==> src/sv/tbp_pkg.sv <==
// tbp_pkg: shared widths, status and register codes, item and config types
// for the tuple bucket partitioner; no dependencies
`default_nettype none

package tbp_pkg;

	localparam int KEY_W    = 64;
	localparam int VAL_W    = 64;
	localparam int BKT_W    = 8;
	localparam int FILL_W   = 15;
	localparam int OFS_W    = 16;
	localparam int ROWS_W   = 24;
	localparam int STAT_W   = 3;
	localparam int ADDR_W   = 5;
	localparam int DATA_W   = 32;

	// capacity divider: 16-bit dividend, 5-bit divisor, one quotient bit per cycle
	localparam int DVD_W     = 16;
	localparam int DSR_W     = 5;
	localparam int DIV_STEPS = 16;
	localparam int DCNT_W    = 5;

	localparam logic [OFS_W-1:0] HEADER_BYTES = 16'd8;

	// result status codes
	localparam logic [STAT_W-1:0] ST_PLACED = 3'd0;
	localparam logic [STAT_W-1:0] ST_FULL   = 3'd1;
	localparam logic [STAT_W-1:0] ST_ENDED  = 3'd2;
	localparam logic [STAT_W-1:0] ST_BAD    = 3'd3;
	localparam logic [STAT_W-1:0] ST_BEGUN  = 3'd4;

	// register indexes
	localparam logic [2:0] REG_KEY_BYTES    = 3'd0;
	localparam logic [2:0] REG_TARGET_BYTE  = 3'd1;
	localparam logic [2:0] REG_VALUE_BYTES  = 3'd2;
	localparam logic [2:0] REG_BUCKET_COUNT = 3'd3;
	localparam logic [2:0] REG_BUFFER_BYTES = 3'd4;
	localparam logic [2:0] REG_ROW_LIMIT    = 3'd5;

	// register reset values
	localparam logic [3:0]  RST_KEY_BYTES    = 4'd8;
	localparam logic [2:0]  RST_TARGET_BYTE  = 3'd0;
	localparam logic [3:0]  RST_VALUE_BYTES  = 4'd4;
	localparam logic [8:0]  RST_BUCKET_COUNT = 9'd256;
	localparam logic [16:0] RST_BUFFER_BYTES = 17'd4096;
	localparam logic [23:0] RST_ROW_LIMIT    = 24'd0;

	// effective configuration seen by front and back
	typedef struct packed {
		logic [3:0]        kb;
		logic [3:0]        vb;
		logic [4:0]        tsize;
		logic [2:0]        target;
		logic [8:0]        bcount;
		logic [ROWS_W-1:0] row_limit;
		logic [FILL_W-1:0] capacity;
	} cfg_t;

	// classified item in the queue between front and back
	typedef struct packed {
		logic              is_row;
		logic              bad;
		logic [BKT_W-1:0]  bucket;
		logic [KEY_W-1:0]  key;
		logic [VAL_W-1:0]  value;
	} item_t;

	function automatic logic [KEY_W-1:0] byte_mask(input logic [3:0] n);
		logic [KEY_W-1:0] m;
		m = '0;
		for (int i = 0; i < 8; i++) begin
			if (4'(i) < n) begin
				m[8*i +: 8] = 8'hFF;
			end
		end
		return m;
	endfunction

endpackage

`default_nettype wire

==> src/sv/tbp_fifo.sv <==
// tbp_fifo: short queue of classified items between front and back
// depends on tbp_pkg
`default_nettype none

module tbp_fifo #(
	parameter int DEPTH = 2
) (
	input  wire logic           clk,
	input  wire logic           arst_n,
	input  wire logic           push,
	input  wire tbp_pkg::item_t wr_item,
	input  wire logic           pop,
	output tbp_pkg::item_t      rd_item,
	output logic                full,
	output logic                empty
);

	localparam int PTR_W = (DEPTH > 1) ? $clog2(DEPTH) : 1;
	localparam int CNT_W = $clog2(DEPTH + 1);

	tbp_pkg::item_t   slots_q [DEPTH];
	logic [PTR_W-1:0] wr_ptr_q;
	logic [PTR_W-1:0] rd_ptr_q;
	logic [CNT_W-1:0] cnt_q;

	assign full    = cnt_q == CNT_W'(DEPTH);
	assign empty   = cnt_q == '0;
	assign rd_item = slots_q[rd_ptr_q];

	always_ff @(posedge clk or negedge arst_n) begin
		if (!arst_n) begin
			wr_ptr_q <= '0;
			rd_ptr_q <= '0;
			cnt_q    <= '0;
		end else begin
			if (push) begin
				wr_ptr_q <= (wr_ptr_q == PTR_W'(DEPTH - 1)) ? '0 : wr_ptr_q + 1'b1;
			end
			if (pop) begin
				rd_ptr_q <= (rd_ptr_q == PTR_W'(DEPTH - 1)) ? '0 : rd_ptr_q + 1'b1;
			end
			if (push && !pop) begin
				cnt_q <= cnt_q + 1'b1;
			end else if (pop && !push) begin
				cnt_q <= cnt_q - 1'b1;
			end
		end
	end

	always_ff @(posedge clk) begin
		if (push) begin
			slots_q[wr_ptr_q] <= wr_item;
		end
	end

endmodule

`default_nettype wire

==> config.mk <==
export PLATFORM = sky130hd
export DESIGN_NAME = tbp_fifo
export DESIGN_NICKNAME = d
export VERILOG_FILES = /design/src/sv/tbp_pkg.sv /design/src/sv/tbp_fifo.sv
export SDC_FILE = /design/constraint.sdc
export NUM_CORES = 1
export LEC_CHECK = 0
export BUFFER_PORTS_ARGS = -buffer_cell sky130_fd_sc_hd__buf_2
export CAP_MARGIN = 20
export CELL_PAD_IN_SITES_DETAIL_PLACEMENT = 0
export CELL_PAD_IN_SITES_GLOBAL_PLACEMENT = 1
export CORE_MARGIN = 4
export CORE_UTILIZATION = 40
export CTS_BUF_LIST = sky130_fd_sc_hd__clkbuf_4
export CTS_CLUSTER_DIAMETER = 50
export DETAILED_ROUTE_END_ITERATION = 6
export GPL_TIMING_DRIVEN = 0
export PLACE_DENSITY = 0.85
export SYNTH_ARGS = -nofsm -noshare
export SYNTH_HDL_FRONTEND = slang
export SYNTH_SLANG_ARGS = --single-unit
==> constraint.sdc <==
create_clock -name clk -period 6.8 [get_ports clk]
set_input_delay 0.34 -clock clk [delete_from_list [all_inputs] [get_ports clk]]
set_output_delay 0.34 -clock clk [all_outputs]
set_load 0.005 [all_outputs]
# [Yosys cells after proc, flatten, opt, wreduce, memory -nomap -nowiden]
# Memory sizes are Yosys's and may differ from the RTL's.
# Index checks and enable logic that the tools add are counted.
[totals] out_inout_bits=140 in_bits=142 mem_bits_rw=276 latch_bits=0 mem_count=1 rom_bits=0 ff_bits=4
[mem_list] memory="slots_q" words=2 width=138 read_ports=1 rd_ports_with_merged_regs=0 write_ports=1 line="tbp_fifo.sv:21" text="tbp_pkg::item_t slots_q [DEPTH];"
[op_classes] reduce_logical=6 n_mux=6 eq_ne=1 n_div=0 add_sub_neg=4 n_shift=0 order_cmp=0 n_bitwise=0 multipliers=0
[ops] cell="two-way mux 1 bit" count=4
[ops] cell="two-way mux 2 bit" count=2
[ops] cell="adder 1 bit (second input constant)" count=2
[ops] cell="adder 2 x 1 -> 2 bit (second input constant)" count=1
[ops] cell="equality test 2 bit (second input constant)" count=1
[ops] cell="logical AND 1 bit" count=2
[ops] cell="logical NOT 1 bit" count=2
[ops] cell="logical NOT 2 bit" count=1
[ops] cell="nonzero test 2 bit" count=1
[ops] cell="subtractor 2 x 1 -> 2 bit (second input constant)" count=1

# [Logic depth before layout (Yosys ltp)]
[logic_depth] ltp_word=4 ltp_mapped=5

# [Worst setup path after synthesis]
# OpenSTA, ideal clock, no wires.
[synth_path] path_kind="reg-to-reg" start="register wr_ptr_q" end="memory slots_q[0][0] (netlist name) (enable)" n_path_buf=0 required_ps=6146 path_slack_ps=-351 setup_ps=654 stages_incl_launch_ff=2 arrival_time_ps=6498 path_cell_list="dfrtp_1 > nor2b_1"
[synth_lines] item="start, declared" line="tbp_fifo.sv:22" text="logic [PTR_W-1:0] wr_ptr_q;"
[synth_lines] item="start signal, assigned" line="tbp_fifo.sv:37" text="wr_ptr_q <= (wr_ptr_q == PTR_W'(DEPTH - 1)) ? '0 : wr_ptr_q + 1'b1;"
[synth_lines] item="end, declared" line="tbp_fifo.sv:21"
# Straight into the memory's write port.

==> flow_metrics.tcl <==
set metrics [dict create \
    drc_errors 0 \
    synth_area_leader_cell "edfxtp_1" \
    syn_area_um2 10200 \
    die_h_um 168 \
    die_w_um 168 \
    p_leak_nw 5.64 \
    outcome "finished clean" \
    ant_nets 0 \
    viasPerCell 4.59 \
    max_freq_mhz 423 \
    h-tree-depth 3 \
    grt_use_total_pct 16.4 \
    peakVddDrop_mv 0.194 \
    hold_violations 0 \
    cts_inserted_buffers 74 \
    syn_nets 588 \
    nNetsFinal 1095 \
    grt_pass1_vias 6902 \
    hold_depth 2 \
    design_area_um2 14500 \
    cp.buffers_inverters 3 \
    clk_pin_slew_ns 0.06 \
    setup_viol 0 \
    initial_utilization_pct 40.5 \
    rows 58 \
    clockBufferDepth 3 \
    antenna_found_initial 1 \
    layout_common_cells "buf_2 (283), edfxtp_1 (276), dlygate4sd3_1 (143)" \
    cts_hold_buf 143 \
    post_cts_buffers 0 \
    relSlewSlack_pct 54.8 \
    worst_pin_slew_ns 0.677 \
    synth_top_area_share_pct 81.4 \
    finalSetupTns_ns 0 \
    finClkSkew_ns 0.0371 \
    worstSetupEndpointType "primary output" \
    grt_max_degree 60 \
    layout_commonest_cell "buf_2" \
    drive_gt1_share_pct 55.7 \
    cpMaxStageDelayCell "dfrtp_1" \
    grt_setup_unrepaired "false" \
    crit_path_cell_trace "buf_4 > buf_6 > mux2_2 > buf_2" \
    placedCellCount 1063 \
    gp_congestion 0.760 \
    dieArea_um2 28100 \
    max_stage_delay_ns 0.40 \
    stdcell_count 1332 \
    cpLargestDelayFamily "buffers and inverters" \
    drt_wl_total_um 23100 \
    finalMaxSlewViolations 0 \
    hold_class "input pin to register" \
    synth_area_per_cell_um2 22.9 \
    ys_warn_count 0 \
    max-cap-violations 0 \
    cts_tree "done" \
    placed_area_um2 12200 \
    dr_total_vias 6112 \
    clockRootBuffer "clkbuf_4" \
    crit_fanout 10 \
    drt-pass1-iter-count 4 \
    criticalPathCategory "register to primary output" \
    dp_hpwl_um 14000 \
    r2r_cells 4 \
    ys_seq_elements 280 \
    synth_cell_type_count 13 \
    first_iter_violations 314 \
    cts_resized 0 \
    power_density_nw_per_um2 368 \
    ios 282 \
    fp.coreArea_um2 25100 \
    p_total_mw 5.35 \
    start_kind "register" \
    path_depth 4 \
    area_growth_syn_to_layout_pct 42.7 \
    cp.required_ns 6.46 \
    post-place-ws_ns 4.75 \
    gr-total-overflow 0 \
    io_buffers 281 \
    worstPathArrival_ns 2.03 \
    syn-instance-count 445 \
    wire_per_inst_um 17.4 \
    yosysSeqAreaShare_pct 82.4 \
    cts.sinks 280 \
    period_minus_slack_ns 2.37 \
    fin_ws_ns 4.43 \
    synthTopCellsByArea "edfxtp_1 (81%), mux2_2 (15%), buf_6 (1.2%)" \
    grt_pass1_wl_um 36500 \
    clk_latency_ns 0.64 \
    period_share_pct 34.8 \
]
## synthesized netlist by cell type
library cell  number
and2_1             1
mux2_2           138
buf_6             11
ha_1               1
dfrtp_1            4
nor2b_1            2
edfxtp_1         276
buf_2              2
xnor2_1            1
nor2_1             2
buf_4              2
xor2_1             4
inv_1              1
## layout make-up
type	count	area, um2
antenna	1	2.50
buffer	15	149
clock buffer	108	811
clock inverter	17	105
fill	1943	10600
inverter	1	3.75
multi-input combinational	149	1650
sequential	280	8390
tap	330	413
timing repair buffer	431	3010
## power breakdown
part           total [mW]  switching, mW  internal [mW]
Clock                1.42          0.657          0.766
Combinational        1.56          0.746          0.815
Sequential           2.37         0.0795           2.29
Total                5.35           1.48           3.87
## per-stage QoR
step	utilization (%)	hold slack (ns)
2_1_floorplan	-	0.0444
3_3_place_gp	47.8	0.148
3_5_place_dp	48.5	0.153
4_1_cts	57.8	0.333
5_1_grt	57.9	0.325
6_report	57.9	0.398
## path summary, 6_finish.rpt
kind                            slack [ns]         endpoint  startpoint
worst max-delay path                  4.43      rd_item[52]    rd_ptr_q
worst min register to register        0.51         cnt_q[1]    cnt_q[1]
max in group asynchronous             5.56         wr_ptr_q      arst_n
worst max register to register        4.78  slots_q[0][118]    wr_ptr_q
min in group asynchronous             0.60         cnt_q[1]      arst_n
worst min-delay path                  0.40    slots_q[0][0]  wr_item[0]
## cell families after synthesis
| logic type | Yosys count | synth area share, % |
|---|---|---|
| flip-flops | 280 | 82.4 |
| buffers and inverters | 16 | 1.50 |
| AND/OR/NAND/NOR | 5 | 0.258 |
| XOR/XNOR | 5 | 0.430 |
| multiplexers | 138 | 15.3 |
| adder cells (fa/ha/maj) | 1 | 0.123 |
## metal layers
| layer | global-route usage [%] | vias to the layer above | part of all wire [%] |
|---|---|---|---|
| met3 | 5.55 | 44 | 6.8 |
| li1 | - | 2842 | - |
| met2 | 29.0 | 237 | 54 |
| met4 | 6.25 | 0 | 2.3 |
| met1 | 18.3 | 2989 | 37 |
| met5 | 0 | - | 0 |
## flip-flops by register name, summed over array words and instances (netlist names)
name      cells
wr_ptr_q      1
rd_ptr_q      1
cnt_q         2
slots_q     276
Note: power is estimated with default switching activity, not from simulation.
