--- src/sv/tbp_pkg.sv ---
// tbp_pkg: shared widths, status and register codes, item and config types
// for the tuple bucket partitioner; no dependencies
`default_nettype none

package tbp_pkg;

	localparam int KEY_W    = 64;
	localparam int VAL_W    = 64;
	localparam int BKT_W    = 8;
	localparam int FILL_W   = 15;
	localparam int OFS_W    = 16;
	localparam int ROWS_W   = 24;
	localparam int STAT_W   = 3;
	localparam int ADDR_W   = 5;
	localparam int DATA_W   = 32;

	// capacity divider: 16-bit dividend, 5-bit divisor, one quotient bit per cycle
	localparam int DVD_W     = 16;
	localparam int DSR_W     = 5;
	localparam int DIV_STEPS = 16;
	localparam int DCNT_W    = 5;

	localparam logic [OFS_W-1:0] HEADER_BYTES = 16'd8;

	// result status codes
	localparam logic [STAT_W-1:0] ST_PLACED = 3'd0;
	localparam logic [STAT_W-1:0] ST_FULL   = 3'd1;
	localparam logic [STAT_W-1:0] ST_ENDED  = 3'd2;
	localparam logic [STAT_W-1:0] ST_BAD    = 3'd3;
	localparam logic [STAT_W-1:0] ST_BEGUN  = 3'd4;

	// register indexes
	localparam logic [2:0] REG_KEY_BYTES    = 3'd0;
	localparam logic [2:0] REG_TARGET_BYTE  = 3'd1;
	localparam logic [2:0] REG_VALUE_BYTES  = 3'd2;
	localparam logic [2:0] REG_BUCKET_COUNT = 3'd3;
	localparam logic [2:0] REG_BUFFER_BYTES = 3'd4;
	localparam logic [2:0] REG_ROW_LIMIT    = 3'd5;

	// register reset values
	localparam logic [3:0]  RST_KEY_BYTES    = 4'd8;
	localparam logic [2:0]  RST_TARGET_BYTE  = 3'd0;
	localparam logic [3:0]  RST_VALUE_BYTES  = 4'd4;
	localparam logic [8:0]  RST_BUCKET_COUNT = 9'd256;
	localparam logic [16:0] RST_BUFFER_BYTES = 17'd4096;
	localparam logic [23:0] RST_ROW_LIMIT    = 24'd0;

	// effective configuration seen by front and back
	typedef struct packed {
		logic [3:0]        kb;
		logic [3:0]        vb;
		logic [4:0]        tsize;
		logic [2:0]        target;
		logic [8:0]        bcount;
		logic [ROWS_W-1:0] row_limit;
		logic [FILL_W-1:0] capacity;
	} cfg_t;

	// classified item in the queue between front and back
	typedef struct packed {
		logic              is_row;
		logic              bad;
		logic [BKT_W-1:0]  bucket;
		logic [KEY_W-1:0]  key;
		logic [VAL_W-1:0]  value;
	} item_t;

	function automatic logic [KEY_W-1:0] byte_mask(input logic [3:0] n);
		logic [KEY_W-1:0] m;
		m = '0;
		for (int i = 0; i < 8; i++) begin
			if (4'(i) < n) begin
				m[8*i +: 8] = 8'hFF;
			end
		end
		return m;
	endfunction

endpackage

`default_nettype wire

--- src/sv/tbp_cap_div.sv ---
// tbp_cap_div: restoring divider for bucket capacity, one quotient bit per cycle
// depends on tbp_pkg
`default_nettype none

module tbp_cap_div #(
	parameter logic [14:0] CAP_RESET = 15'd340
) (
	input  wire logic                        clk,
	input  wire logic                        arst_n,
	input  wire logic                        start,
	input  wire logic [tbp_pkg::DVD_W-1:0]   dividend,
	input  wire logic [tbp_pkg::DSR_W-1:0]   divisor,
	output logic                             busy,
	output logic      [tbp_pkg::FILL_W-1:0]  capacity
);

	logic [tbp_pkg::DCNT_W-1:0] cnt_q;
	logic [tbp_pkg::DSR_W-1:0]  rem_q;
	logic [tbp_pkg::DSR_W-1:0]  dsr_q;
	logic [tbp_pkg::DVD_W-1:0]  dvd_q;
	logic [tbp_pkg::FILL_W-1:0] cap_q;

	logic [tbp_pkg::DSR_W:0]    rem_sh;
	logic                       ge;
	logic [tbp_pkg::DSR_W-1:0]  rem_nxt;
	logic [tbp_pkg::DVD_W-1:0]  dvd_nxt;

	// remainder stays below the divisor, so one extra bit covers the shift
	assign rem_sh  = {rem_q, dvd_q[tbp_pkg::DVD_W-1]};
	assign ge      = rem_sh >= {1'b0, dsr_q};
	assign rem_nxt = ge ? tbp_pkg::DSR_W'(rem_sh - {1'b0, dsr_q})
		: rem_sh[tbp_pkg::DSR_W-1:0];
	assign dvd_nxt = {dvd_q[tbp_pkg::DVD_W-2:0], ge};

	always_ff @(posedge clk or negedge arst_n) begin
		if (!arst_n) begin
			cnt_q <= '0;
			cap_q <= CAP_RESET;
		end else if (start) begin
			cnt_q <= tbp_pkg::DCNT_W'(tbp_pkg::DIV_STEPS);
		end else if (cnt_q != '0) begin
			cnt_q <= cnt_q - 1'b1;
			if (cnt_q == tbp_pkg::DCNT_W'(1)) begin
				cap_q <= dvd_nxt[tbp_pkg::FILL_W-1:0];
			end
		end
	end

	always_ff @(posedge clk) begin
		if (start) begin
			rem_q <= '0;
			dsr_q <= divisor;
			dvd_q <= dividend;
		end else if (cnt_q != '0) begin
			rem_q <= rem_nxt;
			dvd_q <= dvd_nxt;
		end
	end

	assign busy     = cnt_q != '0;
	assign capacity = cap_q;

endmodule

`default_nettype wire

--- config.mk ---
export PLATFORM = sky130hd
export DESIGN_NAME = tbp_cap_div
export DESIGN_NICKNAME = d
export VERILOG_FILES = /design/src/sv/tbp_pkg.sv /design/src/sv/tbp_cap_div.sv
export SDC_FILE = /design/constraint.sdc
export NUM_CORES = 1
export LEC_CHECK = 0
export BUFFER_PORTS_ARGS = -buffer_cell sky130_fd_sc_hd__buf_2
export CAP_MARGIN = 20
export CORE_UTILIZATION = 40
export DETAILED_ROUTE_END_ITERATION = 16
export HOLD_SLACK_MARGIN = 0.05
export PLACE_DENSITY = 0.58
export SLEW_MARGIN = 10
export SYNTH_ARGS = -nofsm -noshare
export SYNTH_HDL_FRONTEND = slang
export SYNTH_SLANG_ARGS = --single-unit
--- constraint.sdc ---
create_clock -name clk -period 2.45 [get_ports clk]
set_input_delay 0.1225 -clock clk [delete_from_list [all_inputs] [get_ports clk]]
set_output_delay 0.1225 -clock clk [all_outputs]
set_load 0.02 [all_outputs]
Word-level counts from Yosys, hierarchy flattened
Cells that the tools add are included.
Widths: inputs -> output; s select.
{"block": "word_totals", "ff_bits": 46, "elab_cells": 18, "in_bits": 24, "out_inout_bits": 16}
{"block": "op_classes", "magnitude_cmp": 1, "n_bitwise": 1, "mux": 5, "n_addsub": 2, "n_reduce_logical": 3, "eq_ne": 1}
{"operator": "$mux 16", "n": 2}
{"operator": "$mux 5", "n": 3}
{"operator": "$ge 6x5->1", "n": 1}
{"operator": "$eq 5x1->1 const B", "n": 1}
{"operator": "$reduce_bool 5->1", "n": 1}
{"operator": "$sub 5x1->5 const B", "n": 1}
{"operator": "$sub 5x5->5", "n": 1}
{"operator": "$reduce_and 3->1", "n": 1}
{"operator": "$reduce_bool 2->1", "n": 1}
{"operator": "$not 1->1", "n": 1}

Logic depth before layout (Yosys ltp)
{"block": "logic_depth", "depth_word": 3, "ltp_mapped": 8, "ltp_nobuf": 8}

Worst setup path before layout
No wires, ideal clock.
{"block": "synth_path", "path_kind": "reg2reg", "from": "register dvd_q[15] in the netlist's numbering", "to": "register dvd_q[0] in the netlist's numbering, data pin", "t_arrival_ns": 1.704, "period_less_slack_ns": 1.964, "slack_ns": 0.486, "t_required_ns": 2.190, "path_stages_with_launch": 9, "setup_time_ns": 0.260, "n_path_buf": 0, "cell_sequence": "edfxtp_1 > inv_1 > ha_1 > inv_1 > fa_1 > a21oi_1 > o211a_1 > nand2_1 > mux2_2"}
{"block": "synth_via", "elab_chain_len": 3}
{"element": "start: declaration", "line": "tbp_cap_div.sv:20", "rtl": "logic [tbp_pkg::DVD_W-1:0] dvd_q;"}
{"element": "start signal: assignment", "line": "tbp_cap_div.sv:53", "rtl": "dvd_q <= dividend;"}
{"element": "start signal: assignment", "line": "tbp_cap_div.sv:56", "rtl": "dvd_q <= dvd_nxt;"}
{"element": "$ge 6x5->1", "line": "tbp_cap_div.sv:30", "rtl": "assign ge = rem_sh >= {1'b0, dsr_q};"}
{"element": "$mux 16", "line": "tbp_cap_div.sv:54", "rtl": "end else if (cnt_q != '0) begin"}
{"element": "$mux 16", "line": "tbp_cap_div.sv:50", "rtl": "if (start) begin"}
No other way between the ends. The select of a mux whose other input is x is not followed.
A chain may end at the register's enable or synchronous reset.

Worst setup path after layout
Same ends and word-level chain as after synthesis.

==> results.md <==
- Maximum VDD drop: 433 uV
- Area of the multi-input gates: approximately 850 sq um
- Max-slew violations: 0
- DRC: 0
- CP required: around 2.5 ns
- Most common cell after layout, fill and taps aside: buf_2
- Post-CTS Setup Inserts: 0
- Yosys warnings: 0
- Vias in the first global route: 1544
- RSZ-0062 raised after global routing: false
- Post-DP HPWL: 2820 microns
- #FFs+latches synth: 46
- Post-layout util: 50.5%
- ANT nets after route: 0
- Outcome: finished, final reports clean
- Pwr Density: between 1000 and 1500 nW/um^2
- Setup violations, final: 0
- Area Overhead vs Synth: 20.2%
- Synthesized area: 2160 sq um
- P_leak: 1.17 nW
- Routed vias/inst: 5.08
- Initial antenna violation count: 0
- Clk buf depth: 2
- # diodes: 0
- Skew-Pair Late Insertion Delay: 0.30 ns
- Max H-tree Level: 2
- Die Height: 75.5 microns
- Reg clk slew, reported paths: 0.09 ns
- WL/cell: 14.8 microns
- Max-slew headroom: 68.0%
- Initial Util: 42.0%
- Nets: 239
- GRT overflow: 0
- Hold Vio Cnt, Final: 0
- Seq/Total Area, Yosys: 57.2%
- Share of layout cells above drive strength 1: 44.2%
- CTS root buffer: clkbuf_8
- Storage element area: 1240 sq um
- I/O Pins: 40
- GP Congestion: about 0.8
- Final period util: 87.6%
- Most used flip-flop cell after synthesis: edfxtp_1
- Max stage delay on crit path: 0.41 ns
- Layout Skew: around 0.003 ns
- Die extent in x: 75.5 microns
- Setup TNS: 0 ns
- Tightest Pin Transition: 0.480 ns
- First-pass GRT wire length: a little over 7000 microns
- Worst-path fanout max: 4
- Critical Path Source Type: flop
- Delay-heaviest family, CP: adder cells
- IO buf count: 39
- Mean area per synthesized cell: 13.8 sq um
- Initial drt markers: 70
- Pre-antenna DRT Iters: 4
- Type of the tightest min-delay check: primary input to flop
- Crit path max-delay cell type: fa_1
- Setup CP Type: flop to flop
- CTS tree: yes
- Std cell rows: 26
- Core area: 5140 sq um
- Layout filler cell count: 486
- Critical Path Most Common Cell: inv_1
- Mapped Nets: 189
- Crit path capture type: flop
- Post-Synthesis Cells: 157
- Max-cap violation count: 0
- Vias: 1412
- GR Util All Layers: approximately 17%
- Pin count of the biggest net entering global routing: 35
- Library cells used by synthesis: 39
- CP bufs+invs: 2
- FFs w/ async S/R, synth: 43.5%
- Worst-path cell chain: inv_1 > ha_1 > inv_1 > fa_1 > a21oi_1 > o211a_1 > nand2_1 > mux2_2
- DRT Wirelength: 4110 microns
- Cts bufs inserted: 5
- Die area: 5700 sq um
- Critical Path AT: ~2.2 ns
- Tmin final: 2.15 ns
- Fmax: roughly 470 MHz
- Commonest non-fill, non-tap cells in the layout: buf_2 (39), mux2_2 (27), edfxtp_1 (21)
- Clk sinks: 46
- Post-synth EDFFs: 21
==> power breakdown <==
part / internal (W) / switching, W
clock: 0.000259 / 0.000258
combinational: 0.000503 / 0.000591
sequential: 0.00112 / 0.000169
total: 0.00188 / 0.00102
==> metal layers <==
metal / track usage, % / wire length (microns)
met1: 20.6 / 1780
met2: 30.0 / 2090
met3: 4.37 / 190
met4: 5.76 / 44
met5: 0 / 0
==> final timing paths <==
kind,cells past startpoint,endpoint,slack [ns],startpoint
min,2,dvd_q[7],0.12,dividend[7]
max in group asynchronous,2,capacity[2],1.79,arst_n
max reg2reg,8,dvd_q[0],0.30,dvd_q[15]
min reg2reg,2,rem_q[4],0.48,rem_q[4]
max,8,dvd_q[0],0.30,dvd_q[15]
min in group asynchronous,2,capacity[11],0.31,arst_n
==> area by class of cell <==
cell class              instances  share of cell area, %
inverters                       9                   1.30
flip-flops and latches         46                   47.6
well taps                      70                   3.38
multi-input cells              97                   32.9
clock buffers                   7                   3.71
repair buffers                 48                   10.7
clock inverters                 1                  0.338
==> state kept, by name (all words and copies together) (netlist names) <==
| register | count |
|---|---|
| capacity | 15 |
| dsr_q | 5 |
| cnt_q | 5 |
| dvd_q | 16 |
| rem_q | 5 |
==> synth_stat cells, types with 2 or more instances <==
library cell,number,area share (%)
mux2_2,27,14
dfrtp_1,16,19
ha_1,7,4.1
a311oi_2,2,1.4
nor2_1,10,1.7
buf_6,2,1.0
or2b_1,2,0.70
o21ai_0,3,0.70
a21oi_1,4,0.93
dfxtp_1,5,4.6
edfxtp_1,21,29
nor3_1,5,1.2
nand2_1,3,0.52
o211ai_1,3,1.0
mux2_1,4,2.1
buf_1,2,0.35
a21o_1,4,1.4
inv_1,8,1.4
dfstp_2,4,4.9
nand3_1,4,0.93
nand3b_1,3,1.0
==> per-stage QoR <==
stage	cell area, sq um	worst slack (ns)	hold slack, ns	power [W]	std cells
after detailed placement	2430	0.328	0.115	0.00239	264
after global routing	2590	0.160	0.121	0.00311	278
after floorplan	2160	0.486	-0.173	0.00208	157
after CTS	2590	0.303	0.116	0.00293	278
after global placement	2430	0.405	0.104	0.00234	264
final	2590	0.304	0.122	0.00290	278
==> cell families (layout without fill, tap and decap cells) <==
logic type	count (synthesis)	in the layout	synth area share, %
compound gates	22	22	8.11
xor+xnor	1	1	0.406
fa+ha+maj	8	8	4.98
buf+inv	14	65	3.19
flops	46	46	57.2
mux	31	31	16.2
simple gates	35	35	9.91
==> what timing repair did <==
action / in CTS / in global routing
hold buffers: 6 / 0
gates resized for setup: 0 / 0
hold endpoints to repair: 21 / 0
Note: power is estimated with default switching activity, not from simulation.
