==> config.mk <==
export PLATFORM = sky130hd
export DESIGN_NAME = tbp_front_flat
export DESIGN_NICKNAME = d
export VERILOG_FILES = /design/src/sv/tbp_pkg.sv /design/src/sv/tbp_if.sv /design/src/sv/tbp_front.sv /design/src/flat_wrapper.sv
export SDC_FILE = /design/constraint.sdc
export NUM_CORES = 1
export LEC_CHECK = 0
export ABC_CLOCK_PERIOD_IN_PS = 6200
export BUFFER_PORTS_ARGS = -buffer_cell sky130_fd_sc_hd__buf_4
export CORE_AREA = 2 2 132 134
export DETAILED_ROUTE_END_ITERATION = 8
export DIE_AREA = 0 0 134 136
export PLACE_DENSITY = 0.48
export SYNTH_ARGS = -nofsm -noshare
export SYNTH_HDL_FRONTEND = slang
export SYNTH_SLANG_ARGS = --single-unit
==> constraint.sdc <==
create_clock -name vclk -period 6.2
set_input_delay 1.24 -clock vclk [all_inputs]
set_output_delay 1.24 -clock vclk [all_outputs]
set_load 0.02 [all_outputs]
==> src/sv/tbp_pkg.sv <==
// tbp_pkg: shared widths, status and register codes, item and config types
// for the tuple bucket partitioner; no dependencies
`default_nettype none

package tbp_pkg;

	localparam int KEY_W    = 64;
	localparam int VAL_W    = 64;
	localparam int BKT_W    = 8;
	localparam int FILL_W   = 15;
	localparam int OFS_W    = 16;
	localparam int ROWS_W   = 24;
	localparam int STAT_W   = 3;
	localparam int ADDR_W   = 5;
	localparam int DATA_W   = 32;

	// capacity divider: 16-bit dividend, 5-bit divisor, one quotient bit per cycle
	localparam int DVD_W     = 16;
	localparam int DSR_W     = 5;
	localparam int DIV_STEPS = 16;
	localparam int DCNT_W    = 5;

	localparam logic [OFS_W-1:0] HEADER_BYTES = 16'd8;

	// result status codes
	localparam logic [STAT_W-1:0] ST_PLACED = 3'd0;
	localparam logic [STAT_W-1:0] ST_FULL   = 3'd1;
	localparam logic [STAT_W-1:0] ST_ENDED  = 3'd2;
	localparam logic [STAT_W-1:0] ST_BAD    = 3'd3;
	localparam logic [STAT_W-1:0] ST_BEGUN  = 3'd4;

	// register indexes
	localparam logic [2:0] REG_KEY_BYTES    = 3'd0;
	localparam logic [2:0] REG_TARGET_BYTE  = 3'd1;
	localparam logic [2:0] REG_VALUE_BYTES  = 3'd2;
	localparam logic [2:0] REG_BUCKET_COUNT = 3'd3;
	localparam logic [2:0] REG_BUFFER_BYTES = 3'd4;
	localparam logic [2:0] REG_ROW_LIMIT    = 3'd5;

	// register reset values
	localparam logic [3:0]  RST_KEY_BYTES    = 4'd8;
	localparam logic [2:0]  RST_TARGET_BYTE  = 3'd0;
	localparam logic [3:0]  RST_VALUE_BYTES  = 4'd4;
	localparam logic [8:0]  RST_BUCKET_COUNT = 9'd256;
	localparam logic [16:0] RST_BUFFER_BYTES = 17'd4096;
	localparam logic [23:0] RST_ROW_LIMIT    = 24'd0;

	// effective configuration seen by front and back
	typedef struct packed {
		logic [3:0]        kb;
		logic [3:0]        vb;
		logic [4:0]        tsize;
		logic [2:0]        target;
		logic [8:0]        bcount;
		logic [ROWS_W-1:0] row_limit;
		logic [FILL_W-1:0] capacity;
	} cfg_t;

	// classified item in the queue between front and back
	typedef struct packed {
		logic              is_row;
		logic              bad;
		logic [BKT_W-1:0]  bucket;
		logic [KEY_W-1:0]  key;
		logic [VAL_W-1:0]  value;
	} item_t;

	function automatic logic [KEY_W-1:0] byte_mask(input logic [3:0] n);
		logic [KEY_W-1:0] m;
		m = '0;
		for (int i = 0; i < 8; i++) begin
			if (4'(i) < n) begin
				m[8*i +: 8] = 8'hFF;
			end
		end
		return m;
	endfunction

endpackage

`default_nettype wire

==> src/sv/tbp_if.sv <==
// tbp_in_if and tbp_out_if: valid/ready channels for rows and results
// depends on tbp_pkg
`default_nettype none

interface tbp_in_if;
	logic                      valid;
	logic                      ready;
	logic                      action;
	logic [tbp_pkg::KEY_W-1:0] row_key;
	logic [tbp_pkg::VAL_W-1:0] row_value;

	modport source (output valid, action, row_key, row_value, input ready);
	modport sink   (input valid, action, row_key, row_value, output ready);
endinterface


`default_nettype wire

==> src/sv/tbp_front.sv <==
// tbp_front: accepts rows, picks the bucket byte, flags bad buckets, masks payload
// depends on tbp_pkg and tbp_in_if
`default_nettype none

module tbp_front (
	tbp_in_if.sink                 row,
	input  wire tbp_pkg::cfg_t     cfg,
	input  wire logic              hold,
	input  wire logic              q_full,
	output logic                   push,
	output tbp_pkg::item_t         item
);

	logic [tbp_pkg::BKT_W-1:0] bkt;

	assign row.ready = !q_full && !hold;
	assign push      = row.valid && row.ready;
	assign bkt       = row.row_key[8*cfg.target +: 8];

	always_comb begin
		item.is_row = row.action;
		item.bucket = bkt;
		item.bad    = ({1'b0, cfg.target} >= cfg.kb) || ({1'b0, bkt} >= cfg.bcount);
		item.key    = row.row_key & tbp_pkg::byte_mask(cfg.kb);
		item.value  = row.row_value & tbp_pkg::byte_mask(cfg.vb);
	end

endmodule

`default_nettype wire

==> src/flat_wrapper.sv <==
// flat-port wrapper written by rule: the top's interface ports become plain ports
module tbp_front_flat 
  (cfg, hold, q_full, push, item, row_valid, row_action, row_row_key, row_row_value, row_ready);
  tbp_in_if row_i ();
  input  wire tbp_pkg::cfg_t cfg;
  input  wire logic hold;
  input  wire logic q_full;
  output logic push;
  output tbp_pkg::item_t item;
  input wire logic [$bits(row_i.valid)-1:0] row_valid;
  input wire logic [$bits(row_i.action)-1:0] row_action;
  input wire logic [$bits(row_i.row_key)-1:0] row_row_key;
  input wire logic [$bits(row_i.row_value)-1:0] row_row_value;
  output wire logic [$bits(row_i.ready)-1:0] row_ready;
  assign row_i.valid = row_valid;
  assign row_i.action = row_action;
  assign row_i.row_key = row_row_key;
  assign row_i.row_value = row_row_value;
  assign row_ready = row_i.ready;
  tbp_front u_core (.row(row_i), .cfg(cfg), .hold(hold), .q_full(q_full), .push(push), .item(item));
endmodule
[Word-level counts from Yosys, hierarchy flattened]
Index checks and enable logic that the tools add are counted.
Operators by class
  $add $sub $neg: 0
  multipliers: 0
  divide/modulo/power cells: 0
  $lt $le $gt $ge: 18
  equality and inequality tests: 0
  shift operators: 1
  muxes and demuxes: 16
  bitwise logic cells: 2
  reductions and logical operators: 5
Operators with widths (number)
  bitwise AND 64 bit: 2
  2-to-1 mux 8 bit: 16
  indexed part select 64 x 7 -> 8 bit: 1
  < comparator 3 x 4 -> 1 bit (first input constant): 8
  < comparator 1 x 4 -> 1 bit (first input constant): 4
  < comparator 2 x 4 -> 1 bit (first input constant): 4
  >= comparator 8 x 9 -> 1 bit: 1
  >= comparator 3 x 4 -> 1 bit: 1
  logical AND 1 bit: 2
  zero test 1 bit: 2
  logical OR 1 bit: 1
Storage, ports and cells
  register bits: 0
  bits in latches: 0
  memory bits (writable): 0
  memory bits (read-only): 0
  memories kept: 0

[Depth between registers and ports, before layout]
Gate-level depths: netlist (run 1).
  word-level depth: 3
  depth in mapped cells: 8

[Least setup slack after synthesis (run 1)]
OpenSTA, ideal clock, no wires.
  kind: in2out
  start point: input port cfg[48] (netlist name)
  end point: output port item[136] (netlist name)
  data arrival time: 3.355 ns
  required time: 4.960 ns
  path slack: 1.605 ns
  stages: 8
  buffers on the path: 2
  cells stage by stage: buf_6 -> buf_12 -> mux4_1 -> mux2_2 -> ha_1 -> a211oi_1 -> o211ai_1 -> a221o_1
RTL lines
  from (decl): line flat_wrapper.sv:5  | input wire tbp_pkg::cfg_t cfg;
  to (decl): line flat_wrapper.sv:9  | output tbp_pkg::item_t item;

==> metrics.md, run 1 <==
| Metric | Value |
|---|---|
| Max_cap viols | 0 |
| CTS resizes | 0 |
| Number of sequential cells | 0 |
| Min-delay src | row_action |
| Top achievable clock speed | 205 MHz |
| Worst Tran Pin Value | 1.06 ns |
| Placed Cells | 729 |
| Worst Setup SP | cfg[48] |
| Slew HR | 28.4% |
| Vias per inst | between 3 and 4 |
| Worst Path Class, Setup | primary input to primary output |
| Met2 GRT Util | roughly a quarter |
| DIE WIDTH | around 130 um |
| Non-filler cells in the finished layout | between 700 and 800 |
| Routed Antenna Nets | 0 |
| Largest net degree at the start of global routing | 18 |
| Sequential fraction of the synthesis area | 0% |
| Library cells used by synthesis | 26 |
| Die ar. | 0.0182 mm^2 |
| First drt pass iteration count | 4 |
| Storage cell area | 0 um^2 |
| Initial antenna violation count | 1 |
| Top cells by area, synth | nor2b_1, mux4_1, and2_1 |
| Adder-cell area share of the yosys netlist | under 10% |
| Largest family of logic cells by synthesized area | simple AND/OR/NAND/NOR gates |
| Outcome | finished, final reports clean |
| Final setup vio count | 0 |
| Dominant cell type by area after synthesis | nor2b_1 |
| DR vias | around 2800 |
| Post-Syn Area | 0.00176 mm^2 |
| Syn nets | about 430 |
| WL/cell | 16.1 um |
| Final GP Congestion | 0.789 |
| Initial Util | 10.4% |
| Setup TNS | 0 ns |
| Final max-slew violation count | 0 |
| Residual DRC | 0 |
| Compound-Gate Fraction of Synth Area | ~5.1% |
| Busiest grt layer | met2 |
| Fin crit period | a little under 5 ns |
| Setup bufs post-CTS | 0 |
| Critical path arrival | roughly 3.6 ns |
| Routing usage on met1 | a little over a tenth |
| Layout cells sized above 1 | about three fifths |
| Period utilization | between 70% and 80% |
| Critical path data required time | just under 5 ns |
| Unrepaired setup endpoints after global routing | false |
| Syn Area/Cell | 8.00 um^2 |
| Num rows | between 40 and 50 |
| VDD IR max | roughly 0.038 mV |
| Final WL | ~12 mm |
| Area Growth Syn to Fin | 137% |
| Synth Area in XOR/XNOR | 0% |
| Post-route cell area | 0.00416 mm^2 |
| Ys Warns | 0 |
| Post-synthesis simple-gate area fraction | around half |
| Die Ht | approximately 140 um |
| Ports | between 300 and 400 |
| Met3 usage | 2.31% |
| First-pass GRT wire length | 16.3 mm |
| Synthesized netlist cell count | 220 |
| Final Hold Viols | 0 |
| Power Density | 91.5 mW/mm^2 |
| GRT Util Overall | a little under an eighth |
| Area share of the largest cell type after synthesis | between 20 and 30% |
| Placed cell areas | 0.00416 mm^2 |
| CP Capture Type | primary output |
| Leak | 2.17 nW |
| PortBufs | 290 |
| Hpwl dp | ~10 mm |
| Vias in the first global route | between 2000 and 3000 |
| Remaining global-route overflow | 0 |
| Min-Delay Path Class | primary input to primary output |
| CP endpoint | item[136] |
| CLK BUF | 0 |
| CTS Hold Buffers Added | 0 |
| Iter 0 DRT Violations | just over 40 |
| Post-synthesis mux area share | between 20% and 30% |
| Core area | roughly 0.017 mm^2 |
| Worst Path Max Fanout | 17 |
| Worst Setup Start Kind | primary input |
| Final #Nets | slightly above 700 |
[layout make-up]
cell class	count	area, um^2
fillers	1899	12700
diodes	1	2.50
multi-input cells	199	1640
well taps	225	282
repair buffers	292	2190
inverters	13	48.8
[per-stage QoR]
step                      hold slack (ns)  worst slack (ns)  util (%)  power, W
final                                2.48              1.32      24.7  0.000381
after global routing                 2.48              1.21      24.7  0.000407
after CTS                            2.48              1.30      24.7  0.000386
after detailed placement             2.48              1.30      24.7  0.000384
after global placement               2.48              1.36      24.7  0.000383
after floorplan                      2.56              1.61         -  0.000181
[critical path, cell delays in order]
cell,delay (ns)
buf_4,0.27
mux4_1,0.64
mux2_2,0.32
ha_1,0.30
a211oi_1,0.23
o211ai_1,0.12
a221o_1,0.34
buf_4,0.16
[layout by cell type (no fill, tap or decap), drive strengths merged]
master / n
mux2: 7
and2b: 4
nor3: 2
nor4: 2
mux4: 16
a211oi: 3
nor2: 7
nor2b: 78
o211ai: 1
buf: 292
inv: 13
a21oi: 6
ha: 11
nand2: 5
mux2i: 1
nand4b: 1
o21ai: 4
and2: 49
diode: 1
a221o: 1
nand3: 1
[synthesized netlist by cell type, drive strengths merged, types with 2 or more instances]
cell type	number
inv	13
mux2	7
nor4	2
and2	49
nand2	5
and2b	4
ha	11
nor2	7
nor3	2
clkbuf	3
o21ai	4
buf	5
nor2b	78
a21oi	6
mux4	16
a211oi	3
[logic make-up (layout without fill, tap and decap cells)]
group,count (synthesis),in the layout
adders and majority gates,11,11
other,0,1
buffers and inverters,21,305
AOI/OAI and AO/OA,15,15
and+or+nand+nor,149,149
muxes,24,24
[per-layer routing]
| layer | part of all wire [%] | vias to the layer above |
|---|---|---|
| li1 | - | 1325 |
| met3 | 9.5 | 4 |
| met1 | 33 | 1271 |
| met5 | 0 | - |
| met2 | 57 | 204 |
| met4 | 0.83 | 0 |
[worst min-delay path by stage]
| stage | endpoint | slack, ns | cells past startpoint |
|---|---|---|---|
| floorplan | row_ready | 2.56 | 1 |
| global placement | item[137] | 2.48 | 0 |
| detailed placement | item[137] | 2.48 | 0 |
| CTS | item[137] | 2.48 | 0 |
| global route | item[137] | 2.48 | 0 |
| finish | item[137] | 2.48 | 0 |
[where the power goes]
part / total (W) / switching (W) / internal [W]
clock network: 0.0000000000217 / 0 / 0.0000000000217
logic: 0.000381 / 0.000188 / 0.000193
registers: 0 / 0 / 0
(Power assumes the default switching activity.)
==> inputs of run 2 (changes only) <==
--- a/config.mk
+++ b/config.mk
@@ -5,12 +5,12 @@
 export SDC_FILE = /design/constraint.sdc
 export NUM_CORES = 1
 export LEC_CHECK = 0
-export ABC_CLOCK_PERIOD_IN_PS = 6200
+export ABC_CLOCK_PERIOD_IN_PS = 5070
 export BUFFER_PORTS_ARGS = -buffer_cell sky130_fd_sc_hd__buf_4
-export CORE_AREA = 2 2 132 134
+export CORE_AREA = 2 2 129 131
 export DETAILED_ROUTE_END_ITERATION = 8
-export DIE_AREA = 0 0 134 136
-export PLACE_DENSITY = 0.48
+export DIE_AREA = 0 0 131 133
+export PLACE_DENSITY = 0.49
 export SYNTH_ARGS = -nofsm -noshare
 export SYNTH_HDL_FRONTEND = slang
 export SYNTH_SLANG_ARGS = --single-unit
==> constraint.sdc (replaced) <==
create_clock -name vclk -period 5.07
set_input_delay 1.014 -clock vclk [all_inputs]
set_output_delay 1.014 -clock vclk [all_outputs]
set_load 0.02 [all_outputs]
==> metrics.md, run 2 (synthesized netlist as in run 1, its figures left out) <==
| Metric | Value |
|---|---|
| Worst Setup SP | cfg[48] |
| Met3 usage | 2.18% (-0.13 points) |
| Leak | 2.18 nW (+0.49%) |
| Final WL | 12.4 mm (+5.9%) |
| Commonest non-fill, non-tap cells in the layout | buf_4, nor2b_1, and2_1 |
| Final max-slew violation count | 0 (unchanged) |
| Num rows | 47 (-2.1%) |
| Iter 0 DRT Violations | 55 (+34%) |
| Top achievable clock speed | approximately 230 MHz |
| Setup bufs post-CTS | 0 (unchanged) |
| Slew HR | 40.0% (+12 points) |
| Met2 GRT Util | 27.5% (+2.4 points) |
| Worst Path Class, Setup | primary input to primary output |
| Layout cells sized above 1 | 59.7% (+0.16 points) |
| Antenna diode count | 0 (-1) |
| Final core area utilization | 25.8% (+1.1 points) |
| PortBufs | 290 (unchanged) |
| WL/cell | 17.1 um (+6.5%) |
| Period utilization | between 80% and 90% |
| Die ar. | 0.0174 mm^2 (-4.4%) |
| Worst path cell trace | buf_4 -> mux4_1 -> mux2_2 -> ha_1 -> a211oi_1 -> o211ai_1 -> a221o_1 -> buf_4 |
| Hpwl dp | 11.1 mm (+6.1%) |
| CP endpoint | item[136] |
| Min-Delay Path Class | primary input to primary output |
| CP Capture Type | primary output |
| Vias in the first global route | 2872 (-0.59%) |
| Buf/Inv on CP | 2 (unchanged) |
| Critical Path Stages | 8 (unchanged) |
| DR vias | 2805 (+0.036%) |
| Critical path data required time | 4.06 ns (-0.90 ns) |
| Largest net degree at the start of global routing | 18 (unchanged) |
| Min-delay src | row_action |
| VDD IR max | 0.0386 mV (+2.1%) |
| Max_cap viols | 0 (unchanged) |
| Commonest non-fill, non-tap cell in the layout | buf_4 |
| Worst Path Max Fanout | 17 (unchanged) |
| Number of sequential cells | 0 (unchanged) |
| Core area | 0.0162 mm^2 (-4.2%) |
| Critical-path top delay cell | mux4_1 |
| CLK BUF | 0 (unchanged) |
| CTS Hold Buffers Added | 0 (unchanged) |
| CP most frequent cell | buf_4 |
| Residual DRC | 0 (unchanged) |
| Initial antenna violation count | 0 (-1) |
| Routed Antenna Nets | 0 (unchanged) |
| Critical path arrival | 3.34 ns (-0.30 ns) |
| Die Ht | 133 um (-2.2%) |
| Initial Util | 10.9% (+0.45 points) |
| Final GP Congestion | 0.820 (+3.9%) |
| Routing usage on met1 | 12.2% (+1.3 points) |
| Ports | 336 (unchanged) |
| DIE WIDTH | 131 um (-2.2%) |
| Area Growth Syn to Fin | 137% |
| Worst Setup Start Kind | primary input |
| Remaining global-route overflow | 0 (unchanged) |
| First-pass GRT wire length | 16.8 mm (+3.5%) |
| CTS resizes | 0 (unchanged) |
| Final setup vio count | 0 (unchanged) |
| Vias per inst | 3.86 (+0.59%) |
| First drt pass iteration count | 4 (unchanged) |
| Top delay family on crit path | multiplexers |
| Setup TNS | 0 ns (unchanged) |
| GRT Util Overall | 12.8% (+1.4 points) |
| Final Hold Viols | 0 (unchanged) |
| Slowest stage delay, CP | 0.63 ns (about the same) |
| Worst Tran Pin Value | 0.894 ns (-0.170 ns) |
| Busiest grt layer | met2 |
| Power Density | 112 mW/mm^2 (+22%) |
| Storage cell area | 0 um^2 (unchanged) |
| Outcome | finished, final reports clean |
| Unrepaired setup endpoints after global routing | false |
| Final #Nets | 715 (+0.28%) |
| Fin crit period | ~4.4 ns |
## run 2: stage by stage
| step | worst slack, ns | cells | instance area (um^2) | total power, W | hold slack [ns] |
|---|---|---|---|---|---|
| 2_1_floorplan | 0.927 | 220 | 1760 | 0.000221 | 2.11 |
| 3_3_place_gp | 0.712 | 726 | 4170 | 0.000468 | 2.03 |
| 3_5_place_dp | 0.689 | 726 | 4170 | 0.000470 | 2.03 |
| 4_1_cts | 0.682 | 726 | 4170 | 0.000472 | 2.03 |
| 5_1_grt | 0.522 | 726 | 4170 | 0.000499 | 2.03 |
| 6_report | 0.714 | 726 | 4170 | 0.000466 | 2.03 |
## run 2: final cells by class
type	instances	area, um^2
Multi-Input combinational cell	199	1640
Tap cell	220	275
Fill cell	1813	12000
Timing Repair Buffer	294	2210
Inverter	13	48.8
## run 2: how the worst min path moves through the flow
stage                      endpoint  depth (start not counted)
after floorplan           row_ready                          1
after global placement    item[137]                          0
after detailed placement  item[137]                          0
after CTS                 item[137]                          0
after global routing      item[137]                          0
final                     item[137]                          0
## run 2: metal layers
metal,share of wire (%),up-vias
met5,0,-
met4,1.9,0
met3,9.7,12
met2,56,200
met1,32,1266
li1,-,1327
## run 2: report_power, final
part	switching [W]	leakage, nW	internal [W]	total, W
sequential	0	0	0	0
clock	0	0	0	0
combinational	0.000230	2.18	0.000236	0.000466
total	0.000230	2.18	0.000236	0.000466
==> inputs of run 3 (changes only) <==
--- a/config.mk
+++ b/config.mk
@@ -6,11 +6,11 @@
 export NUM_CORES = 1
 export LEC_CHECK = 0
 export ABC_CLOCK_PERIOD_IN_PS = 5070
-export BUFFER_PORTS_ARGS = -buffer_cell sky130_fd_sc_hd__buf_4
-export CORE_AREA = 2 2 129 131
+export CORE_AREA = 2 2 130 132
 export DETAILED_ROUTE_END_ITERATION = 8
-export DIE_AREA = 0 0 131 133
-export PLACE_DENSITY = 0.49
+export DIE_AREA = 0 0 132 134
+export DONT_BUFFER_PORTS = 1
+export PLACE_DENSITY = 0.31
 export SYNTH_ARGS = -nofsm -noshare
 export SYNTH_HDL_FRONTEND = slang
 export SYNTH_SLANG_ARGS = --single-unit
==> metrics.md, run 3 (synthesized netlist as in run 1, its figures left out) <==
| Metric | Value |
|---|---|
| Top achievable clock speed | 247 MHz (+7.7%) |
| Routed Antenna Nets | 0 (unchanged) |
| Ports | 336 (unchanged) |
| CTS Hold Buffers Added | 0 (unchanged) |
| Filler cells | 1889 (+4.2%) |
| Number of sequential cells | 0 (unchanged) |
| Critical path data required time | 4.06 ns (about the same) |
| Die ar. | 0.0177 mm^2 (+1.5%) |
| DR vias | 1722 (-39%) |
| Worst Slack Setup Final | 1.03 ns (+0.312 ns) |
| Storage cell area | 0 um^2 (unchanged) |
| Worst Path Class, Setup | primary input to primary output |
| Outcome | finished, final reports clean |
| GRT Util Overall | 8.29% (-4.5 points) |
| Antenna diode count | 0 (unchanged) |
| Final GP Congestion | 0.832 (+1.4%) |
| VDD IR max | 0.0301 mV (-22%) |
| Core area | 0.0163 mm^2 (+0.73%) |
| Power Density | 124 mW/mm^2 (+11%) |
| Final Hold Viols | 0 (unchanged) |
| Final setup vio count | 0 (unchanged) |
| Unrepaired setup endpoints after global routing | false |
| Period utilization | 79.8% (-6.1 points) |
| Initial Util | 10.8% (-0.079 points) |
| Fin crit period | 4.04 ns (-0.312 ns) |
| CTS resizes | 0 (unchanged) |
| Max_cap viols | 0 (unchanged) |
| Hold depth | 0 (unchanged) |
| Min-Delay Path Class | primary input to primary output |
| CP Capture Type | primary output |
| Num rows | 47 (unchanged) |
| CLK BUF | 0 (unchanged) |
| Leak | 0.746 nW (-66%) |
| WL/cell | 20.1 um (+18%) |
| Worst Path Max Fanout | 17 (unchanged) |
| Die Ht | 134 um (+0.75%) |
| Worst Setup Start Kind | primary input |
| Final WL | 8.72 mm (-30%) |
| Worst Tran Pin Value | 1.17 ns (+0.280 ns) |
| Final #Nets | 422 (-41%) |
| Largest net degree at the start of global routing | 18 (unchanged) |
| Initial antenna violation count | 0 (unchanged) |
| Vias in the first global route | 1605 (-44%) |
| Area Growth Syn to Fin | 12.9% |
| Hpwl dp | 7.71 mm (-30%) |
| DIE WIDTH | 132 um (+0.76%) |
| Setup TNS | 0 ns (unchanged) |
| Commonest non-fill, non-tap cells in the layout | nor2b_1, and2_1, mux4_1 |
| Remaining global-route overflow | 0 (unchanged) |
| Setup bufs post-CTS | 0 (unchanged) |
| First drt pass iteration count | 4 (unchanged) |
| Iter 0 DRT Violations | 49 (-11%) |
| Final max-slew violation count | 0 (unchanged) |
| PortBufs | 0 (-100%) |
| Vias per inst | 3.98 (+2.9%) |
| Critical path arrival | 3.03 ns (-0.31 ns) |
| Slew HR | 21.0% (-19 points) |
| First-pass GRT wire length | 11.2 mm (-34%) |
| Commonest non-fill, non-tap cell in the layout | nor2b_1 |
| Residual DRC | 0 (unchanged) |
| Layout cells sized above 1 | 5.63% (-54 points) |
| Pre-CTS setup slack | 1.02 ns (+0.327 ns) |
[run 3: changes by cell type in the layout (fill, tap and decap cells not counted), sizes merged]
cell  delta
buf    -293
[run 3: metrics by stage]
step	std cells	area, um^2	power (W)	util (%)	hold WS (ns)
finish	433	1990	0.000246	12.2	2.03
global route	433	1990	0.000259	12.2	2.03
CTS	433	1990	0.000248	12.2	2.03
detailed placement	433	1990	0.000247	12.2	2.03
global placement	433	1990	0.000248	12.2	2.03
floorplan	220	1760	0.000221	-	2.11
[run 3: report_power, final]
part           switching, W  internal [W]  leakage (nW)  total, W
logic              0.000173     0.0000733         0.746  0.000246
registers                 0             0             0         0
clock network             0             0             0         0
total              0.000173     0.0000733         0.746  0.000246
[run 3: cell type report]
type | instances | area (um^2) | share of cell area, %
multi-input cells | 199 | 1660 | 83.3
well taps | 220 | 275 | 13.9
inverters | 13 | 48.8 | 2.46
repair buffers | 1 | 7.51 | 0.378
[run 3: routing by layer]
layer | track usage [%] | routed length (um) | up-vias
li1 | - | - | 744
met1 | 13.5 | 4160 | 887
met2 | 12.1 | 4000 | 91
met3 | 1.06 | 566 | 0
met4 | 0 | 0 | 0
met5 | 0 | 0 | -
[run 3: final timing paths]
path / start / to / slack [ns]
worst min-delay path: row_action / item[137] / 2.03
worst max-delay path: cfg[48] / item[136] / 1.03
[run 3: critical path, stage by stage]
cell	delay (ns)
mux4_1	0.58
mux2_2	0.39
ha_1	0.23
a211oi_1	0.24
o211ai_1	0.12
a221o_1	0.44
